--- config.mk ---
export PLATFORM = sky130hd
export DESIGN_NAME = gcl_front
export DESIGN_NICKNAME = d
export VERILOG_FILES = /design/src/rtl/core/gcl_pkg.sv /design/src/rtl/core/gcl_front.sv
export SDC_FILE = /design/constraint.sdc
export NUM_CORES = 1
export LEC_CHECK = 0
export BUFFER_PORTS_ARGS = -buffer_cell sky130_fd_sc_hd__buf_2
export CAP_MARGIN = 20
export CORE_MARGIN = 2
export CORE_UTILIZATION = 40
export CTS_CLUSTER_DIAMETER = 100
export DETAILED_ROUTE_END_ITERATION = 8
export PLACE_DENSITY = 0.63
export SLEW_MARGIN = 20
export SYNTH_ARGS = -nofsm -noshare
export SYNTH_HDL_FRONTEND = slang
export SYNTH_SLANG_ARGS = --single-unit
--- constraint.sdc ---
create_clock -name i_clk -period 4.6 [get_ports i_clk]
set_input_delay 0 -clock i_clk [delete_from_list [all_inputs] [get_ports i_clk]]
set_output_delay 0 -clock i_clk [all_outputs]
set_load 0.1 [all_outputs]
--- src/rtl/core/gcl_pkg.sv ---
// shared types and constants for the grid cell locator
`default_nettype none

package gcl_pkg;

    // field widths
    localparam int COORD_W = 32;
    localparam int WIDTH_W = 31;
    localparam int IDX_W   = 8;
    localparam int COUNT_W = 9;
    // doubled-scale edge values: 2*c +/- w fits in two extra bits
    localparam int EDGE_W  = COORD_W + 2;
    // one table row holds the centre and the width
    localparam int ROW_W   = COORD_W + WIDTH_W;

    // command codes
    localparam logic CMD_LOAD  = 1'b0;
    localparam logic CMD_QUERY = 1'b1;

    typedef struct packed {
        logic                      command;
        logic [IDX_W-1:0]          entry_index;
        logic signed [COORD_W-1:0] entry_center;
        logic [WIDTH_W-1:0]        entry_width;
        logic signed [COORD_W-1:0] query_value;
    } t_in_item;

    typedef struct packed {
        logic             in_range;
        logic [IDX_W-1:0] cell_index;
    } t_out_item;

    typedef enum logic {
        OP_LOAD,
        OP_QUERY
    } t_op_kind;

    // classified request passed from the front queue to the back end
    typedef struct packed {
        t_op_kind                  kind;
        logic [IDX_W-1:0]          entry_index;
        logic signed [COORD_W-1:0] entry_center;
        logic [WIDTH_W-1:0]        entry_width;
        logic signed [COORD_W-1:0] query_value;
    } t_job;

    typedef enum logic [2:0] {
        B_IDLE,
        B_LOWER,
        B_UPPER,
        B_SEARCH,
        B_FINAL,
        B_DONE
    } t_back_state;

endpackage

`default_nettype wire

--- src/rtl/core/gcl_front.sv ---
// front end: accepts requests, classifies them and queues them for the back end
`default_nettype none

module gcl_front
    import gcl_pkg::*;
#(
    parameter int DEPTH = 256
) (
    input  wire logic     i_clk,
    input  wire logic     i_rst_n,
    input  wire logic     i_in_valid,
    output logic          o_in_ready,
    input  wire t_in_item i_in_item,
    output logic          o_job_valid,
    output t_job          o_job,
    input  wire logic     i_job_pop
);

    logic       r_wr_ptr;
    logic       r_rd_ptr;
    logic [1:0] r_count;
    t_job       r_slot [2];

    t_job job_in;
    logic drop;
    logic push;

    // classify the incoming request
    always_comb begin
        job_in.kind         = (i_in_item.command == CMD_LOAD) ? OP_LOAD : OP_QUERY;
        job_in.entry_index  = i_in_item.entry_index;
        job_in.entry_center = i_in_item.entry_center;
        job_in.entry_width  = i_in_item.entry_width;
        job_in.query_value  = i_in_item.query_value;
    end

    // loads past the end of the table are taken and dropped
    assign drop = (job_in.kind == OP_LOAD) &&
                  ({1'b0, i_in_item.entry_index} >= COUNT_W'(DEPTH));

    assign o_in_ready  = (r_count != 2'd2);
    assign push        = i_in_valid && o_in_ready && !drop;
    assign o_job_valid = (r_count != 2'd0);
    assign o_job       = r_slot[r_rd_ptr];

    // queue storage
    always_ff @(posedge i_clk) begin
        if (push) begin
            r_slot[r_wr_ptr] <= job_in;
        end
    end

    // queue pointers and fill level
    always_ff @(posedge i_clk) begin
        if (!i_rst_n) begin
            r_wr_ptr <= 1'b0;
            r_rd_ptr <= 1'b0;
            r_count  <= 2'd0;
        end else begin
            if (push) begin
                r_wr_ptr <= ~r_wr_ptr;
            end
            if (i_job_pop) begin
                r_rd_ptr <= ~r_rd_ptr;
            end
            r_count <= r_count + {1'b0, push} - {1'b0, i_job_pop};
        end
    end

endmodule

`default_nettype wire

==> impl_metrics.csv <==
group,metric,value,unit
run_status,status,"finished, final reports clean",
sta,fin_crit,2550,ps
placement,gp_congestion,0.687,
finish,finalNetCount,797,
sta,setup_viol,0,
floorplan,die-height,146,um
placement,place_area,9350,um^2
finish,multi_input_area,1560,um^2
critical_path,cp-start-kind,"register",
floorplan,core_area,19600,um^2
critical_path,end_kind,"primary output",
critical_path,path_max_fanout,53,
routing,routedWlPerCell,16.5,um
floorplan,die_w,146,um
routing,ant_nets,0,
clock_network,cts_buffer_depth,3,
global_route,grt_pass1_vias,4744,
clock_network,post_cts_resized,0,
routing,drc,0,
finish,final_cell_mix,"buf_2, edfxtp_1, dlygate4sd3_1, mux2_4, mux2_2",
synthesis,synth-seq-cells,213,
routing,firstDrtPassIters,4,
floorplan,initial_core_util,41.0,%
worst_hold_path,hold_path.class,"in2reg",
synthesis,syn_area,8020,um^2
sta,worst_pin_slew,992,ps
global_route,antenna_found_initial,0,
clock_network,root_buffer,"clkbuf_16",
pwr,p_per_area,511,nW/um^2
sta,relSlewSlack,33.8,%
finish,regArea,6350,um^2
routing,totalWireLength,16000,um
finish,nFillCells,1496,
clock_network,clk_pin_slew,60,ps
clock_network,clock_sinks,213,
clock_network,cts_setup_buffers,0,
global_route,grt_overflow,0,
sta,hold_viol_final,0,
routing,drt_iter0_drc,174,
sta,finalCritPeriodShare,55.3,%
job,max_cap_viol_count,0,
critical_path,arrival,2550,ps
critical_path,worstSetupPathType,"reg2out",
finish,final_area,11100,um^2
global_route,grt_usage,14.3,%
sta,tns,0,ps
global_route,grt_pass1_wl,24300,um
placement,dp_hpwl,9540,um
routing,post_drt_via_cell_ratio,4.58,
critical_path,cp.required,4600,ps
floorplan,dieArea,21200,um^2
floorplan,std_cell_rows,51,
finish,areaGrowthSynthToFinish,39.0,%
global_route,grt_max_degree,85,
clock_network,htreeDepth,1,
finish,layout-drive-gt1-share,50.5,%
clock_network,clock_latency,490,ps
synthesis,ys_top_cells_by_area,"edfxtp_1, mux2_4, mux2_2, dfxtp_1, buf_6",
sta,fin_skew,8.98,ps
clock_network,cts_tree,"built",
pwr,peakVddDrop,360,uV
routing,via_count,4437,
clock_network,ctsHoldBuffers,107,
pwr,p_leak,4.33,nW
finish,final_common_cell,"buf_2",
synthesis,synthCells,352,
sta,drv_slew,0,
synthesis,synthDistinctLibCells,25,
sta,rsz0062_at_grt,"false",
synthesis,ys_warn_count,0,
synthesis,avgSynthCellArea,22.8,um^2
placement,numPortBuffers,213,
sta,fmax,393,MHz
synthesis,yosysSeqAreaShare,79.1,%
synthesis,syn_nets,461,
synthesis,synth_top_area_share,77.9,%
floorplan,io_pins,214,
finish,diodes,0,
pwr,design_power_total,0.00570,W
synthesis,synth_top_cell_by_area,"edfxtp_1",
clock_network,cts_buffers,23,
[report_power, final]
group	total (W)	internal (W)	leakage [nW]	switching, W
logic	0.00155	0.000353	2.00	0.00120
registers	0.00239	0.00233	1.98	0.0000618
clock network	0.00176	0.00108	0.352	0.000679
[final timing paths]
check	end	slack, ps	cells past startpoint	startpoint
setup / recovery	o_job[1]	2050	3	register
hold / removal	r_slot[0][100]	240	2	i_in_item[100]
setup reg to reg	r_slot[1][103]	2190	3	r_count[0]
hold reg to reg	register	590	2	r_rd_ptr
[sequential cells by signal, indices dropped and copies added (netlist names), named ones only]
name and count:
r_count 2, r_slot 208, r_wr_ptr 1, r_rd_ptr 1
[cells in the mapped netlist, drive strengths merged]
cell and number:
a211oi 1, mux2 104, edfxtp 208, xor2 1, a21boi 2, a211o 1
inv 2, nand2 2, and3 1, nand3b 2, and2 3, xnor2 1
or2 1, nand2b 1, buf 12, nand3 1, nor4b 1, a21bo 1
mux2i 1, dfxtp 5, ha 1
[worst max-delay path, stage by stage (launching register included)]
cell	delay [ps]
dfxtp_4	920
buf_12	400
mux2_2	390
buf_2	290
[logic make-up after synthesis]
kind of cell | Yosys count | synth area share [%]
buffers and inverters | 14 | 1.51
flip-flops | 213 | 79.1
AND/OR/NAND/NOR | 12 | 0.920
AO/OA/AOI/OAI | 5 | 0.562
multiplexers | 105 | 17.5
adder cells (fa/ha/maj) | 1 | 0.156
XOR/XNOR | 2 | 0.218
[area by class of cell]
cell class,instances,area share (%)
sequential,213,57.0
timing repair buffer,323,19.5
multi-input combinational,125,14.0
clock buffer,29,5.36
tap,265,2.97
clock inverter,11,1.11
inverter,2,0.112
[layer usage]
| layer | part of all wire, % | wire length, um | vias to the layer above | GRT usage [%] |
|---|---|---|---|---|
| li1 | - | - | 2068 | - |
| met1 | 40 | 6450 | 2182 | 16.8 |
| met2 | 51 | 8180 | 164 | 25.8 |
| met3 | 6.8 | 1090 | 23 | 4.11 |
| met4 | 1.6 | 252 | 0 | 3.48 |
| met5 | 0 | 0 | - | 0 |
[stage by stage]
step	worst slack, ps	hold WS (ps)	cells	util, %
after CTS	1990	206	968	56.9
final	2050	237	968	56.9
after global placement	2190	188	821	47.7
after detailed placement	2150	191	821	47.7
after global routing	1930	220	968	56.9
after floorplan	319	98.9	352	-
Note: power is estimated with default switching activity, not from simulation.
